==> config.mk <==
export PLATFORM = sky130hd
export DESIGN_NAME = plane_outlier_closest_point_flat
export DESIGN_NICKNAME = d
export VERILOG_FILES = /design/src/sv/poc_pkg.sv /design/src/sv/poc_in_if.sv /design/src/sv/poc_out_if.sv /design/src/sv/poc_cfg_regs.sv /design/src/sv/poc_dist_pipe.sv /design/src/sv/poc_best_track.sv /design/src/sv/plane_outlier_closest_point.sv /design/src/flat_wrapper.sv
export VERILOG_INCLUDE_DIRS = /design/src /design/src/sv
export SDC_FILE = /design/constraint.sdc
export NUM_CORES = 2
export LEC_CHECK = 0
export BUFFER_PORTS_ARGS = -buffer_cell sky130_fd_sc_hd__clkbuf_2
export CAP_MARGIN = 20
export CORE_MARGIN = 4
export CORE_UTILIZATION = 45
export DETAILED_ROUTE_END_ITERATION = 10
export PLACE_DENSITY = 0.6
export SLEW_MARGIN = 5
export SYNTH_ARGS = -nofsm -noshare
export SYNTH_HDL_FRONTEND = slang
export SYNTH_SLANG_ARGS = --single-unit
==> constraint.sdc <==
create_clock -name clk_i -period 6.4 [get_ports clk_i]
set_input_delay 0.32 -clock clk_i [delete_from_list [all_inputs] [get_ports clk_i]]
set_output_delay 0.32 -clock clk_i [all_outputs]
set_load 0.005 [all_outputs]
==> src/sv/plane_outlier_closest_point_defines.svh <==
// Assertion macros for the plane outlier closest point block
`ifndef PLANE_OUTLIER_CLOSEST_POINT_DEFINES_SVH
`define PLANE_OUTLIER_CLOSEST_POINT_DEFINES_SVH
`ifndef NO_ASSERTIONS
// same-cycle implication, clocked on clk_i, off during reset
`define POC_ASSERT_IMPL(lbl, ante, cons, msg) \
  lbl: assert property (@(posedge clk_i) disable iff (!rst_ni) (ante) |-> (cons)) \
    else $error(msg);
// next-cycle implication, clocked on clk_i, off during reset
`define POC_ASSERT_NEXT(lbl, ante, cons, msg) \
  lbl: assert property (@(posedge clk_i) disable iff (!rst_ni) (ante) |=> (cons)) \
    else $error(msg);
`else
`define POC_ASSERT_IMPL(lbl, ante, cons, msg)
`define POC_ASSERT_NEXT(lbl, ante, cons, msg)
`endif
`endif

==> src/sv/poc_pkg.sv <==
// Types and constants shared by the plane outlier closest point block
`timescale 1ns / 1ps
`default_nettype none
package poc_pkg;

  localparam int COORD_W    = 16;
  localparam int NORM_W     = 16;
  localparam int NORM_FRAC  = 14;
  localparam int OFFS_W     = 18;
  localparam int THR_W      = 16;
  localparam int CFG_IDX_W  = 3;
  localparam int CFG_DATA_W = 18;

  localparam int PROD_W    = COORD_W + NORM_W;
  localparam int OFFS_SH_W = OFFS_W + NORM_FRAC;
  localparam int DIST_W    = ((PROD_W > OFFS_SH_W) ? PROD_W : OFFS_SH_W) + 2;

  localparam logic signed [COORD_W-1:0] COORD_MAX = {1'b0, {(COORD_W-1){1'b1}}};

  localparam logic signed [NORM_W-1:0] NORMAL_X_RST = '0;
  localparam logic signed [NORM_W-1:0] NORMAL_Y_RST = '0;
  localparam logic signed [NORM_W-1:0] NORMAL_Z_RST = NORM_W'(16384);
  localparam logic signed [OFFS_W-1:0] OFFSET_RST   = '0;
  localparam logic [THR_W-1:0]         THR_RST      = THR_W'(100);

  typedef enum logic [CFG_IDX_W-1:0] {
    REG_NORMAL_X = 3'd0,
    REG_NORMAL_Y = 3'd1,
    REG_NORMAL_Z = 3'd2,
    REG_OFFSET   = 3'd3,
    REG_DIST_THR = 3'd4
  } poc_reg_e;

  typedef struct packed {
    logic signed [NORM_W-1:0] normal_x;
    logic signed [NORM_W-1:0] normal_y;
    logic signed [NORM_W-1:0] normal_z;
    logic signed [OFFS_W-1:0] plane_offset;
    logic [THR_W-1:0]         dist_thr;
  } poc_cfg_t;

  // candidate point leaving the distance pipeline
  typedef struct packed {
    logic signed [DIST_W-1:0]  sdist;
    logic signed [COORD_W-1:0] x;
    logic signed [COORD_W-1:0] y;
    logic signed [COORD_W-1:0] z;
    logic                      test;
    logic                      last;
  } poc_cand_t;

endpackage
`default_nettype wire

==> src/sv/poc_in_if.sv <==
// Point request channel: valid/ready plus one depth point
`timescale 1ns / 1ps
`default_nettype none
interface poc_in_if;
  logic                               valid;
  logic                               ready;
  logic signed [poc_pkg::COORD_W-1:0] point_x;
  logic signed [poc_pkg::COORD_W-1:0] point_y;
  logic signed [poc_pkg::COORD_W-1:0] point_z;
  logic                               point_valid;
  logic                               on_plane;
  logic                               last_point;

  modport source (
    output valid, point_x, point_y, point_z, point_valid, on_plane, last_point,
    input  ready
  );
  modport sink (
    input  valid, point_x, point_y, point_z, point_valid, on_plane, last_point,
    output ready
  );
endinterface
`default_nettype wire

==> src/sv/poc_out_if.sv <==
// Obstacle result channel: valid/ready plus the frame's closest outlier
`timescale 1ns / 1ps
`default_nettype none
interface poc_out_if;
  logic                               valid;
  logic                               ready;
  logic                               obstacle_hit;
  logic signed [poc_pkg::COORD_W-1:0] obstacle_x;
  logic signed [poc_pkg::COORD_W-1:0] obstacle_y;
  logic signed [poc_pkg::COORD_W-1:0] obstacle_z;

  modport source (
    output valid, obstacle_hit, obstacle_x, obstacle_y, obstacle_z,
    input  ready
  );
  modport sink (
    input  valid, obstacle_hit, obstacle_x, obstacle_y, obstacle_z,
    output ready
  );
endinterface
`default_nettype wire

==> src/sv/poc_cfg_regs.sv <==
// Configuration register file: plane normal, offset and distance threshold
`timescale 1ns / 1ps
`default_nettype none
module poc_cfg_regs (
  input  wire logic                             clk_i,
  input  wire logic                             rst_ni,
  input  wire logic                             cfg_we_i,
  input  wire logic [poc_pkg::CFG_IDX_W-1:0]    cfg_idx_i,
  input  wire logic [poc_pkg::CFG_DATA_W-1:0]   cfg_data_i,
  output poc_pkg::poc_cfg_t                     cfg_o
);

  poc_pkg::poc_cfg_t cfg_q, cfg_d;

  always_comb begin
    cfg_d = cfg_q;
    if (cfg_we_i) begin
      case (poc_pkg::poc_reg_e'(cfg_idx_i))
        poc_pkg::REG_NORMAL_X: cfg_d.normal_x     = cfg_data_i[poc_pkg::NORM_W-1:0];
        poc_pkg::REG_NORMAL_Y: cfg_d.normal_y     = cfg_data_i[poc_pkg::NORM_W-1:0];
        poc_pkg::REG_NORMAL_Z: cfg_d.normal_z     = cfg_data_i[poc_pkg::NORM_W-1:0];
        poc_pkg::REG_OFFSET:   cfg_d.plane_offset = cfg_data_i[poc_pkg::OFFS_W-1:0];
        poc_pkg::REG_DIST_THR: cfg_d.dist_thr     = cfg_data_i[poc_pkg::THR_W-1:0];
        default: ;  // unused indices are dropped
      endcase
    end
  end

  always_ff @(posedge clk_i or negedge rst_ni) begin
    if (!rst_ni) begin
      cfg_q.normal_x     <= poc_pkg::NORMAL_X_RST;
      cfg_q.normal_y     <= poc_pkg::NORMAL_Y_RST;
      cfg_q.normal_z     <= poc_pkg::NORMAL_Z_RST;
      cfg_q.plane_offset <= poc_pkg::OFFSET_RST;
      cfg_q.dist_thr     <= poc_pkg::THR_RST;
    end else begin
      cfg_q <= cfg_d;
    end
  end

  assign cfg_o = cfg_q;

endmodule
`default_nettype wire

==> src/sv/poc_dist_pipe.sv <==
// Three-stage signed plane distance pipeline: input reg, products, sum
`timescale 1ns / 1ps
`default_nettype none
module poc_dist_pipe (
  input  wire logic               clk_i,
  input  wire logic               rst_ni,
  poc_in_if.sink                  pt_i,
  input  wire poc_pkg::poc_cfg_t  cfg_i,
  output logic                    cand_valid_o,
  input  wire logic               cand_ready_i,
  output poc_pkg::poc_cand_t      cand_o
);

  localparam int CW = poc_pkg::COORD_W;
  localparam int PW = poc_pkg::PROD_W;
  localparam int OW = poc_pkg::OFFS_SH_W;
  localparam int DW = poc_pkg::DIST_W;

  logic s1_ready, s2_ready, s3_ready;
  logic s1_v_q, s1_v_d, s2_v_q, s2_v_d, s3_v_q, s3_v_d;

  // stage 1: registered point
  logic signed [CW-1:0] s1_x_q, s1_y_q, s1_z_q;
  logic                 s1_test_q, s1_last_q;

  // stage 2: products and scaled offset
  logic signed [PW-1:0] s2_px_q, s2_py_q, s2_pz_q;
  logic signed [PW-1:0] s2_px_d, s2_py_d, s2_pz_d;
  logic signed [OW-1:0] s2_off_q, s2_off_d;
  logic signed [CW-1:0] s2_x_q, s2_y_q, s2_z_q;
  logic                 s2_test_q, s2_last_q;

  // stage 3: full signed distance
  poc_pkg::poc_cand_t s3_q, s3_d;

  assign s3_ready = !s3_v_q || cand_ready_i;
  assign s2_ready = !s2_v_q || s3_ready;
  assign s1_ready = !s1_v_q || s2_ready;
  assign pt_i.ready = s1_ready;

  assign s1_v_d = s1_ready ? pt_i.valid : s1_v_q;
  assign s2_v_d = s2_ready ? s1_v_q : s2_v_q;
  assign s3_v_d = s3_ready ? s2_v_q : s3_v_q;

  always_ff @(posedge clk_i or negedge rst_ni) begin
    if (!rst_ni) begin
      s1_v_q <= 1'b0;
      s2_v_q <= 1'b0;
      s3_v_q <= 1'b0;
    end else begin
      s1_v_q <= s1_v_d;
      s2_v_q <= s2_v_d;
      s3_v_q <= s3_v_d;
    end
  end

  always_ff @(posedge clk_i) begin
    if (s1_ready && pt_i.valid) begin
      s1_x_q    <= pt_i.point_x;
      s1_y_q    <= pt_i.point_y;
      s1_z_q    <= pt_i.point_z;
      s1_test_q <= pt_i.point_valid && !pt_i.on_plane;
      s1_last_q <= pt_i.last_point;
    end
  end

  always_comb begin
    s2_px_d  = s1_x_q * cfg_i.normal_x;
    s2_py_d  = s1_y_q * cfg_i.normal_y;
    s2_pz_d  = s1_z_q * cfg_i.normal_z;
    s2_off_d = $signed({cfg_i.plane_offset, {poc_pkg::NORM_FRAC{1'b0}}});
  end

  always_ff @(posedge clk_i) begin
    if (s2_ready && s1_v_q) begin
      s2_px_q   <= s2_px_d;
      s2_py_q   <= s2_py_d;
      s2_pz_q   <= s2_pz_d;
      s2_off_q  <= s2_off_d;
      s2_x_q    <= s1_x_q;
      s2_y_q    <= s1_y_q;
      s2_z_q    <= s1_z_q;
      s2_test_q <= s1_test_q;
      s2_last_q <= s1_last_q;
    end
  end

  always_comb begin
    s3_d.sdist = DW'(s2_px_q) + DW'(s2_py_q) + DW'(s2_pz_q) + DW'(s2_off_q);
    s3_d.x     = s2_x_q;
    s3_d.y     = s2_y_q;
    s3_d.z     = s2_z_q;
    s3_d.test  = s2_test_q;
    s3_d.last  = s2_last_q;
  end

  always_ff @(posedge clk_i) begin
    if (s3_ready && s2_v_q) begin
      s3_q <= s3_d;
    end
  end

  assign cand_valid_o = s3_v_q;
  assign cand_o       = s3_q;

endmodule
`default_nettype wire

==> src/sv/poc_best_track.sv <==
// Threshold test, running closest-point tracker and result register
`timescale 1ns / 1ps
`default_nettype none
module poc_best_track (
  input  wire logic                         clk_i,
  input  wire logic                         rst_ni,
  input  wire logic [poc_pkg::THR_W-1:0]    dist_thr_i,
  input  wire logic                         cand_valid_i,
  output logic                              cand_ready_o,
  input  wire poc_pkg::poc_cand_t           cand_i,
  poc_out_if.source                         obs_o
);

  localparam int CW = poc_pkg::COORD_W;
  localparam int DW = poc_pkg::DIST_W;

  logic signed [DW-1:0] thr_pos, thr_neg;
  logic                 outlier, take, go, out_free;

  logic signed [CW-1:0] best_x_q, best_y_q, best_z_q;
  logic signed [CW-1:0] best_x_d, best_y_d, best_z_d;
  logic                 best_ok_q, best_ok_d;
  logic signed [CW-1:0] nb_x, nb_y, nb_z;
  logic                 nb_ok;

  logic                 out_v_q, out_v_d;
  logic                 out_found_q;
  logic signed [CW-1:0] out_x_q, out_y_q, out_z_q;

  // |dist| > thr * 2^F, done as two signed compares
  assign thr_pos = $signed(DW'({dist_thr_i, {poc_pkg::NORM_FRAC{1'b0}}}));
  assign thr_neg = -thr_pos;
  assign outlier = cand_i.test && ((cand_i.sdist > thr_pos) || (cand_i.sdist < thr_neg));
  assign take    = outlier && (!best_ok_q || (cand_i.z < best_z_q));

  assign nb_x  = take ? cand_i.x : best_x_q;
  assign nb_y  = take ? cand_i.y : best_y_q;
  assign nb_z  = take ? cand_i.z : best_z_q;
  assign nb_ok = take || best_ok_q;

  // a last item needs the result slot; others pass freely
  assign out_free     = !out_v_q || obs_o.ready;
  assign cand_ready_o = !cand_i.last || out_free;
  assign go           = cand_valid_i && cand_ready_o;

  always_comb begin
    best_x_d  = best_x_q;
    best_y_d  = best_y_q;
    best_z_d  = best_z_q;
    best_ok_d = best_ok_q;
    if (go) begin
      if (cand_i.last) begin
        best_x_d  = '0;
        best_y_d  = '0;
        best_z_d  = poc_pkg::COORD_MAX;
        best_ok_d = 1'b0;
      end else begin
        best_x_d  = nb_x;
        best_y_d  = nb_y;
        best_z_d  = nb_z;
        best_ok_d = nb_ok;
      end
    end
  end

  always_ff @(posedge clk_i or negedge rst_ni) begin
    if (!rst_ni) begin
      best_x_q  <= '0;
      best_y_q  <= '0;
      best_z_q  <= poc_pkg::COORD_MAX;
      best_ok_q <= 1'b0;
    end else begin
      best_x_q  <= best_x_d;
      best_y_q  <= best_y_d;
      best_z_q  <= best_z_d;
      best_ok_q <= best_ok_d;
    end
  end

  always_comb begin
    out_v_d = out_v_q;
    if (go && cand_i.last) begin
      out_v_d = 1'b1;
    end else if (obs_o.ready) begin
      out_v_d = 1'b0;
    end
  end

  always_ff @(posedge clk_i or negedge rst_ni) begin
    if (!rst_ni) begin
      out_v_q <= 1'b0;
    end else begin
      out_v_q <= out_v_d;
    end
  end

  always_ff @(posedge clk_i) begin
    if (go && cand_i.last) begin
      out_found_q <= nb_ok;
      out_x_q     <= nb_x;
      out_y_q     <= nb_y;
      out_z_q     <= nb_z;
    end
  end

  assign obs_o.valid        = out_v_q;
  assign obs_o.obstacle_hit = out_found_q;
  assign obs_o.obstacle_x   = out_x_q;
  assign obs_o.obstacle_y   = out_y_q;
  assign obs_o.obstacle_z   = out_z_q;

endmodule
`default_nettype wire

==> src/sv/plane_outlier_closest_point.sv <==
// Plane outlier closest point finder: top level
//
// Usage: a frame of depth points streams in on pt_i, one point per request.
// Points with point_valid set and on_plane clear are tested against the
// plane n.p/2^14 + offset; an outlier beyond distance_threshold with the
// smallest z (first one wins on ties) is kept. The request marked
// last_point closes the frame and yields exactly one result on obs_o:
// obstacle_hit plus the kept point (0, 0, 32767 when nothing was found).
// Configuration goes through cfg_we_i/cfg_idx_i/cfg_data_i while idle.
// Throughput: one point per cycle, sustained while no closing point waits
// on a pending result. The result passes the input register, product
// register, distance register, then the result register after the last
// point is accepted. The running-minimum update at the end of the pipe sets the rate.
// Reset: config returns to n = (0, 0, 1.0), offset 0, threshold 100; the
// pipeline empties and the kept point clears. No clearing pass is needed.
// Stall: a waiting result only blocks a following last point; other points
// keep flowing, and pt_i.ready drops only once the pipe fills behind it.
`timescale 1ns / 1ps
`default_nettype none
`include "plane_outlier_closest_point_defines.svh"
module plane_outlier_closest_point (
  input  wire logic                           clk_i,
  input  wire logic                           rst_ni,
  poc_in_if.sink                              pt_i,
  poc_out_if.source                           obs_o,
  input  wire logic                           cfg_we_i,
  input  wire logic [poc_pkg::CFG_IDX_W-1:0]  cfg_idx_i,
  input  wire logic [poc_pkg::CFG_DATA_W-1:0] cfg_data_i
);

  poc_pkg::poc_cfg_t  cfg;
  poc_pkg::poc_cand_t cand;
  logic               cand_valid;
  logic               cand_ready;

  poc_cfg_regs u_cfg (
    .clk_i      (clk_i),
    .rst_ni     (rst_ni),
    .cfg_we_i   (cfg_we_i),
    .cfg_idx_i  (cfg_idx_i),
    .cfg_data_i (cfg_data_i),
    .cfg_o      (cfg)
  );

  // distance pipe: point in, signed distance scaled by 2^14 out
  poc_dist_pipe u_pipe (
    .clk_i        (clk_i),
    .rst_ni       (rst_ni),
    .pt_i         (pt_i),
    .cfg_i        (cfg),
    .cand_valid_o (cand_valid),
    .cand_ready_i (cand_ready),
    .cand_o       (cand)
  );

  // threshold test, running minimum, result register
  poc_best_track u_track (
    .clk_i        (clk_i),
    .rst_ni       (rst_ni),
    .dist_thr_i   (cfg.dist_thr),
    .cand_valid_i (cand_valid),
    .cand_ready_o (cand_ready),
    .cand_i       (cand),
    .obs_o        (obs_o)
  );

  // input only backs up when the tracker is holding an item
  `POC_ASSERT_IMPL(a_stall_src, !pt_i.ready, cand_valid, "input stalled with empty tracker")
  // a closing point must wait while the result slot is occupied
  `POC_ASSERT_IMPL(a_last_hold, obs_o.valid && !obs_o.ready && cand_valid && cand.last,
    !cand_ready, "last point taken over a pending result")
  // a closing point always produces a result next cycle
  `POC_ASSERT_NEXT(a_last_out, cand_valid && cand_ready && cand.last, obs_o.valid,
    "frame closed without a result")
  // no obstacle means the cleared sentinel point
  `POC_ASSERT_IMPL(a_none_zero, obs_o.valid && !obs_o.obstacle_hit,
    obs_o.obstacle_x == '0 && obs_o.obstacle_y == '0 && obs_o.obstacle_z == poc_pkg::COORD_MAX,
    "empty result with non-sentinel point")

endmodule
`default_nettype wire

==> src/flat_wrapper.sv <==
// flat-port wrapper written by rule: the top's interface ports become plain ports
module plane_outlier_closest_point_flat 
  (clk_i, rst_ni, cfg_we_i, cfg_idx_i, cfg_data_i, pt_i_valid, pt_i_point_x, pt_i_point_y, pt_i_point_z, pt_i_point_valid, pt_i_on_plane, pt_i_last_point, pt_i_ready, obs_o_valid, obs_o_obstacle_hit, obs_o_obstacle_x, obs_o_obstacle_y, obs_o_obstacle_z, obs_o_ready);
  poc_in_if pt_i_i ();
  poc_out_if obs_o_i ();
  input  wire logic clk_i;
  input  wire logic rst_ni;
  input  wire logic cfg_we_i;
  input  wire logic [poc_pkg::CFG_IDX_W-1:0] cfg_idx_i;
  input  wire logic [poc_pkg::CFG_DATA_W-1:0] cfg_data_i;
  input wire logic [$bits(pt_i_i.valid)-1:0] pt_i_valid;
  input wire logic [$bits(pt_i_i.point_x)-1:0] pt_i_point_x;
  input wire logic [$bits(pt_i_i.point_y)-1:0] pt_i_point_y;
  input wire logic [$bits(pt_i_i.point_z)-1:0] pt_i_point_z;
  input wire logic [$bits(pt_i_i.point_valid)-1:0] pt_i_point_valid;
  input wire logic [$bits(pt_i_i.on_plane)-1:0] pt_i_on_plane;
  input wire logic [$bits(pt_i_i.last_point)-1:0] pt_i_last_point;
  output wire logic [$bits(pt_i_i.ready)-1:0] pt_i_ready;
  output wire logic [$bits(obs_o_i.valid)-1:0] obs_o_valid;
  output wire logic [$bits(obs_o_i.obstacle_hit)-1:0] obs_o_obstacle_hit;
  output wire logic [$bits(obs_o_i.obstacle_x)-1:0] obs_o_obstacle_x;
  output wire logic [$bits(obs_o_i.obstacle_y)-1:0] obs_o_obstacle_y;
  output wire logic [$bits(obs_o_i.obstacle_z)-1:0] obs_o_obstacle_z;
  input wire logic [$bits(obs_o_i.ready)-1:0] obs_o_ready;
  assign pt_i_i.valid = pt_i_valid;
  assign pt_i_i.point_x = pt_i_point_x;
  assign pt_i_i.point_y = pt_i_point_y;
  assign pt_i_i.point_z = pt_i_point_z;
  assign pt_i_i.point_valid = pt_i_point_valid;
  assign pt_i_i.on_plane = pt_i_on_plane;
  assign pt_i_i.last_point = pt_i_last_point;
  assign pt_i_ready = pt_i_i.ready;
  assign obs_o_valid = obs_o_i.valid;
  assign obs_o_obstacle_hit = obs_o_i.obstacle_hit;
  assign obs_o_obstacle_x = obs_o_i.obstacle_x;
  assign obs_o_obstacle_y = obs_o_i.obstacle_y;
  assign obs_o_obstacle_z = obs_o_i.obstacle_z;
  assign obs_o_i.ready = obs_o_ready;
  plane_outlier_closest_point u_core (.clk_i(clk_i), .rst_ni(rst_ni), .pt_i(pt_i_i), .obs_o(obs_o_i), .cfg_we_i(cfg_we_i), .cfg_idx_i(cfg_idx_i), .cfg_data_i(cfg_data_i));
endmodule
== Word-level counts from Yosys, hierarchy flattened ==
Cells that the tools add are included.

* Register bits after elaboration: 482
* Input port bits: 77
* Output and inout bits: 51
* Logic and storage cells: 90

* Add/sub/neg operators: 4
* Multiply operators: 3
* Magnitude comparators: 3
* Equal/unequal tests: 4
* Muxes and demuxes: 9
* Reductions and logical operators: 30

{| class="wikitable"
|+ Operator list
! cell !! number
|-
| 16-bit by 16-bit multiplier with 32-bit output || 3
|-
| 16-bit two-way mux || 6
|-
| 33-bit by 32-bit adder with 34-bit output || 1
|-
| 34-bit by 32-bit adder with 34-bit output || 1
|-
| 34-bit by 31-bit greater-than comparator with 1-bit output || 1
|-
| 34-bit less-than comparator || 1
|-
| 30-bit negation with 34-bit output || 1
|-
| 32-bit by 32-bit adder with 33-bit output || 1
|-
| 16-bit less-than comparator || 1
|-
| 2-bit AND reduction || 5
|-
| 1-bit logical AND || 8
|-
| 1-bit logical OR || 8
|-
| 1-bit zero test || 7
|-
| 3-bit by 2-bit == test with 1-bit output (second input constant) || 2
|-
| 3-bit by 1-bit == test with 1-bit output (second input constant) || 1
|-
| 3-bit == test (second input constant) || 1
|-
| 3-bit zero test || 1
|-
| 1-bit two-way mux || 3
|-
| 2-bit nonzero test || 1
|}

== Logic depth before layout (Yosys ltp) ==
* Depth in word-level cells: 7
* Depth in mapped cells: 26
* Gate-level depth less buffers: 24

== Hierarchy ==
A second synthesis with hierarchy kept.

* Cell total of the unflattened synthesis: 4596
* Area total of the unflattened synthesis: 50825.0 um^2

{| class="wikitable"
|+ Modules (own cells, without submodules)
! module !! instances !! cells an instance !! area an instance (um^2) !! sequential area each (um^2)
|-
| poc_dist_pipe || 1 || 3815 || 41242.1 || 9023.7
|-
| poc_best_track || 1 || 604 || 6442.4 || 2741.4
|-
| poc_cfg_regs || 1 || 177 || 3140.5 || 2057.0
|}

== Least setup slack after synthesis ==
Ideal clock, no wire load.

* Kind: register -> register
* Start: reg u_core.u_cfg.cfg_q (netlist bit u_core.u_cfg.cfg_o[58])
* End: reg u_core.u_pipe.s2_py_q[31], data pin
* Library setup time: 260 ps
* Data arrival time: 6177 ps
* Required time: 6140 ps
* Path slack: -37 ps
* Cell stages (with the launch flop): 26
* Path buffers: 2
* Period minus slack after synthesis: 6437 ps
* Cell sequence: dfrtp_1 > clkbuf_1 > clkbuf_1 > nand2_1 > fa_1 > inv_1 > fa_1 > inv_1 > fa_1 > inv_1 > fa_1 > fa_1 > inv_1 > fa_1 > inv_1 > ha_1 > a21oi_1 > o21ai_0 > a211oi_1 > o221ai_1 > a21oi_1 > o21ai_0 > a2111oi_0 > o21bai_1 > a21oi_1 > xnor2_1

* Cells in the longest elaborated chain, start to end: 1

{| class="wikitable"
|+ RTL lines
! item !! line !! RTL
|-
| start: declaration || poc_cfg_regs.sv:13 || <nowiki>poc_pkg::poc_cfg_t cfg_q, cfg_d;</nowiki>
|-
| start signal: assignment || poc_cfg_regs.sv:37 || <nowiki>cfg_q <= cfg_d;</nowiki>
|-
| 16-bit by 16-bit multiplier with 32-bit output || poc_dist_pipe.sv:69 || <nowiki>s2_py_d = s1_y_q * cfg_i.normal_y;</nowiki>
|-
| named net u_core.u_pipe.s2_py_d[31] || poc_dist_pipe.sv:28 || <nowiki>logic signed [PW-1:0] s2_px_d, s2_py_d, s2_pz_d;</nowiki>
|-
| end signal: assignment || poc_dist_pipe.sv:77 || <nowiki>s2_py_q <= s2_py_d;</nowiki>
|-
| end: declaration || poc_dist_pipe.sv:27 || <nowiki>logic signed [PW-1:0] s2_px_q, s2_py_q, s2_pz_q;</nowiki>
|}

The timed path passes the listed nets, and every way through them passes these cells.
A chain may end at the register's enable or synchronous reset.

== Final worst setup path ==
* Start: reg u_core.u_pipe.s1_x_q[6]
* End: reg u_core.u_pipe.s2_px_q[31], data pin

* Cells in the longest elaborated chain, start to end: 1

{| class="wikitable"
|+ RTL lines
! item !! line !! RTL
|-
| start: declaration || poc_dist_pipe.sv:23 || <nowiki>logic signed [CW-1:0] s1_x_q, s1_y_q, s1_z_q;</nowiki>
|-
| start signal: assignment || poc_dist_pipe.sv:59 || <nowiki>s1_x_q <= pt_i.point_x;</nowiki>
|-
| 16-bit by 16-bit multiplier with 32-bit output || poc_dist_pipe.sv:68 || <nowiki>s2_px_d = s1_x_q * cfg_i.normal_x;</nowiki>
|-
| named net u_core.u_pipe.s2_px_d[31] || poc_dist_pipe.sv:28 ||
|-
| end signal: assignment || poc_dist_pipe.sv:76 || <nowiki>s2_px_q <= s2_px_d;</nowiki>
|-
| end: declaration || poc_dist_pipe.sv:27 ||
|}

The timed path passes the listed nets, and every way through them passes these cells.

==> results.sh <==
export IMPL_outcome="finished, final reports clean"
export IMPL_synth_seq_cells=482
export IMPL_synth_edf_count=347
export IMPL_synth_avg_cell_area_um2=11.0
export IMPL_drv_slew=0
export IMPL_cpMaxStageDelayCell="edfxtp_1"
export IMPL_multi_input_area_um2=32400
export IMPL_crit_chain="buf_4 > buf_6 > and2_4 > fa_1 > fa_1 > ha_2 > inv_2 > fa_1 > inv_2 > fa_1 > inv_2 > fa_1 > inv_1 > ha_2 > a21o_1 > o311a_4 > o311ai_4 > buf_6 > a31oi_4 > a221oi_2 > nor2b_1 > a311o_1 > a21oi_2 > xnor2_1"
export IMPL_syn_area_um2=49600
export IMPL_async_flop_share_pct=28.0
export IMPL_reg2reg_depth=24
export IMPL_rsz0062_at_grt="true"
export IMPL_min_period_over_period_pct=97.6
export IMPL_drt_wl_total_mm=122
export IMPL_grt_pass1_vias=34600
export IMPL_viasPerCell=5.02
export IMPL_synth_nets=5758
export IMPL_start_kind="flop"
export IMPL_syn_inst=4501
export IMPL_timing_reg2reg_setup_slack_ns=0.16
export IMPL_cp_common_cell="fa_1"
export IMPL_routedWlPerCell_um=18.9
export IMPL_hold_path_end="u_core.u_pipe.s1_test_q"
export IMPL_drtIter0Drc=1688
export IMPL_core_area_um2=109000
export IMPL_hold_start="pt_i_on_plane"
export IMPL_wl_met1_mm=52.4
export IMPL_root_buffer="clkbuf_16"
export IMPL_placed_cell_area_um2=54000
export IMPL_max_cap_violations=0
export IMPL_io_pins=128
export IMPL_holdWs_ns=0.0304
export IMPL_rr_startpoint="u_core.u_pipe.s1_x_q[6]"
export IMPL_crit_family="adder cells"
export IMPL_vias=32500
export IMPL_final_cell_area_um2=57400
export IMPL_ctsHtreeMaxLevel=2
export IMPL_critPathBufInv=7
export IMPL_seqCellArea_um2=13800
export IMPL_worst_ep_arrival_time_ns=6.60
export IMPL_final_cells=6480
export IMPL_synth_cell_types=72
export IMPL_hold_class="input pin to flop"
export IMPL_place_inst=6279
export IMPL_timing_final_hold_violations=0
export IMPL_reg2reg_to="u_core.u_pipe.s2_px_q[31]"
export IMPL_numCtsBuffers=56
export IMPL_die_area_um2=116000
export IMPL_worst_slew_pin_slew_ns=1.04
export IMPL_synth_warnings=0
export IMPL_clk_latency_ns=0.65
export IMPL_yosysSeqAreaShare_pct=27.9
export IMPL_area_delta_synth_final_pct=15.7
export IMPL_slew_headroom_pct=30.6
export IMPL_synth_area_top_cells="fa_1 34%, edfxtp_1 21%, ha_1 8.6%"
export IMPL_die_h_um=340
export IMPL_highest_layer="met5"
export IMPL_start_util_pct=45.5
export IMPL_crit_type="flop to flop"
export IMPL_worst_clock_skew_ns=0.0390
export IMPL_drc=0
export IMPL_holdPathStages=2
export IMPL_port_buffers=127
export IMPL_fill_cells=9635
export IMPL_yosysTopAreaCellShare_pct=33.8
export IMPL_clockBufferDepth=3
export IMPL_hpwlAfterDp_mm=99.4
export IMPL_cts_tree="built"
export IMPL_grt_usage_pct=21.7
export IMPL_synth_flop_cell="edfxtp_1"
export IMPL_worst_ep_required_time_ns=6.76
export IMPL_cpPeakStageDelay_ns=0.52
export IMPL_end_kind="flop"
export IMPL_cts_sinks=482
export IMPL_rows=121
export IMPL_fin_nets=6213
export IMPL_gp_congestion=0.902
export IMPL_die_width_um=340
export IMPL_antenna_found_initial=7
export IMPL_wl_met3_mm=6.85
export IMPL_cp_max_fo=5
export IMPL_min_period_ns=6.24
export IMPL_n_antenna_cell=0
export IMPL_grt_max_degree=117
export IMPL_dr_pass1_iters=6
export IMPL_clk_pin_slew_ns=0.07
export IMPL_grt_pass1_wl_mm=195
export IMPL_setup_viol=0
export IMPL_route_met2_wl_mm=59.3
export IMPL_yosys_area_top_type="fa_1"
export IMPL_fmax_mhz=160
export IMPL_drive_gt1_share_pct=16.8
export IMPL_grt_ovfl_total=0
export IMPL_antenna_left=0
==> repair_timing <==
item / in CTS / in global routing
gates resized for setup: 23 / 163
buffers inserted: 7 / 37
pin swaps: 9 / 97
hold endpoints to repair: 92 / 0
hold buffers: 53 / 0
endpoints found under the setup margin: 7 / 21
==> sequential cells by signal (all words and copies together) (netlist names), 16 cells and up <==
signal / cells
u_core.u_pipe.s2_z_q: 16
u_core.u_pipe.s1_z_q: 16
u_core.u_pipe.s1_x_q: 16
u_core.u_pipe.s2_off_q: 18
u_core.u_pipe.cand_o: 84
u_core.u_pipe.s2_y_q: 16
u_core.u_track.best_y_q: 16
u_core.u_pipe.s1_y_q: 16
u_core.u_track.obs_o.obstacle_z: 16
u_core.u_pipe.s2_pz_q: 32
u_core.u_track.best_x_q: 16
u_core.u_pipe.s2_px_q: 32
u_core.u_track.obs_o.obstacle_y: 16
u_core.u_pipe.s2_x_q: 16
u_core.u_pipe.s2_py_q: 32
u_core.u_cfg.cfg_o: 82
u_core.u_track.obs_o.obstacle_x: 16
u_core.u_track.best_z_q: 16
==> layer usage <==
| layer | GRT usage (%) | vias up |
|---|---|---|
| met1 | 29.2 | 16700 |
| met2 | 36.3 | 661 |
| met4 | 6.42 | 4 |
| met3 | 3.64 | 156 |
| met5 | 0 | - |
| li1 | - | 15000 |
==> placed cells by master (no fill, tap or decap), types with 17 or more instances in the layout <==
| master | n |
|---|---|
| inv_1 | 896 |
| fa_1 | 815 |
| nand2_1 | 445 |
| and2_1 | 364 |
| edfxtp_1 | 347 |
| ha_1 | 323 |
| buf_4 | 298 |
| clkbuf_2 | 129 |
| nor2_1 | 121 |
| xnor2_1 | 114 |
| mux2_2 | 109 |
| dfrtp_1 | 102 |
| o21ai_0 | 100 |
| a21oi_1 | 84 |
| clkbuf_16 | 58 |
| dlygate4sd3_1 | 53 |
| a21o_1 | 52 |
| buf_6 | 39 |
| a22oi_1 | 32 |
| nand2b_1 | 30 |
| xor2_1 | 27 |
| nor3_1 | 26 |
| fa_2 | 23 |
| nand3_1 | 20 |
| o21a_1 | 20 |
| nor2b_1 | 19 |
| dfstp_2 | 19 |
| o21bai_1 | 17 |
==> Yosys cell counts, types with 3 or more instances <==
master    count
o211ai_1      8
dfrtp_1     116
nor3_1       31
a22oi_1      32
mux2_2      109
a211oi_1     15
o21a_1       20
o22a_1       15
fa_1        838
nor4_1        9
xnor2_1     116
or3_1         6
or2_2         5
nand2b_1     30
o31ai_1       4
a211o_1       6
a21oi_1      98
nand4_1      14
and4_1        4
nor3b_1       4
nor2_1      122
buf_4         8
a21o_1       52
nor2b_1      20
buf_2         3
o22ai_1       4
dfstp_2      19
o21ai_0     112
o21bai_1     17
ha_1        342
clkbuf_1    121
and2_1      376
xor2_1       27
nand2_1     454
inv_1       907
nand3_1      21
and3_1       11
a31oi_1      10
edfxtp_1    347
==> cells by family (layout without fill, tap and decap cells) <==
group,Yosys count,in the layout,synth area share [%]
buf+inv,1039,1542,7.93
mux,110,110,2.49
fa+ha+maj,1180,1180,42.4
flops,482,482,27.9
compound gates,430,430,5.64
simple gates,1117,1117,11.1
xor+xnor,143,143,2.52
==> how the worst max path moves through the flow <==
| stage | from | endpoint | slack, ns | cells after the start |
|---|---|---|---|---|
| 4_1_cts | u_core.u_cfg.cfg_o[51] | u_core.u_pipe.s2_py_q[31] | -0.03 | 23 |
| 2_1_floorplan | u_core.u_pipe.s1_y_q[15] | u_core.u_pipe.s2_py_q[31] | 0.05 | 24 |
| 3_5_place_dp | u_core.u_pipe.s1_y_q[6] | u_core.u_pipe.s2_py_q[31] | -0.16 | 23 |
| 6_report | u_core.u_pipe.s1_x_q[6] | u_core.u_pipe.s2_px_q[31] | 0.16 | 24 |
| 3_3_place_gp | u_core.u_cfg.cfg_o[51] | u_core.u_pipe.s2_py_q[31] | -0.1 | 23 |
| 5_1_grt | u_core.u_pipe.s1_y_q[7] | u_core.u_pipe.s2_py_q[31] | -0.13 | 23 |
==> per-stage QoR <==
step / setup TNS [ns] / setup WS [ns] / utilization, %
after global routing: -0.339 / -0.135 / 52.6
after global placement: -0.147 / -0.0965 / 49.5
after CTS: -0.0283 / -0.0283 / 51.8
after detailed placement: -0.360 / -0.163 / 49.5
final: 0 / 0.156 / 52.6
after floorplan: 0 / 0.0549 / -
==> layout make-up <==
| type | instances | share of cell area (%) |
|---|---|---|
| well taps | 1476 | 3.22 |
| multi-input cells | 2980 | 56.5 |
| inverters | 907 | 5.93 |
| clock buffers | 81 | 2.80 |
| flip-flops and latches | 482 | 24.1 |
| repair buffers | 529 | 7.05 |
| clock inverters | 25 | 0.386 |
Power is not shown: default switching activity piles up to over one toggle a cycle in this logic, so the estimate is an artifact.
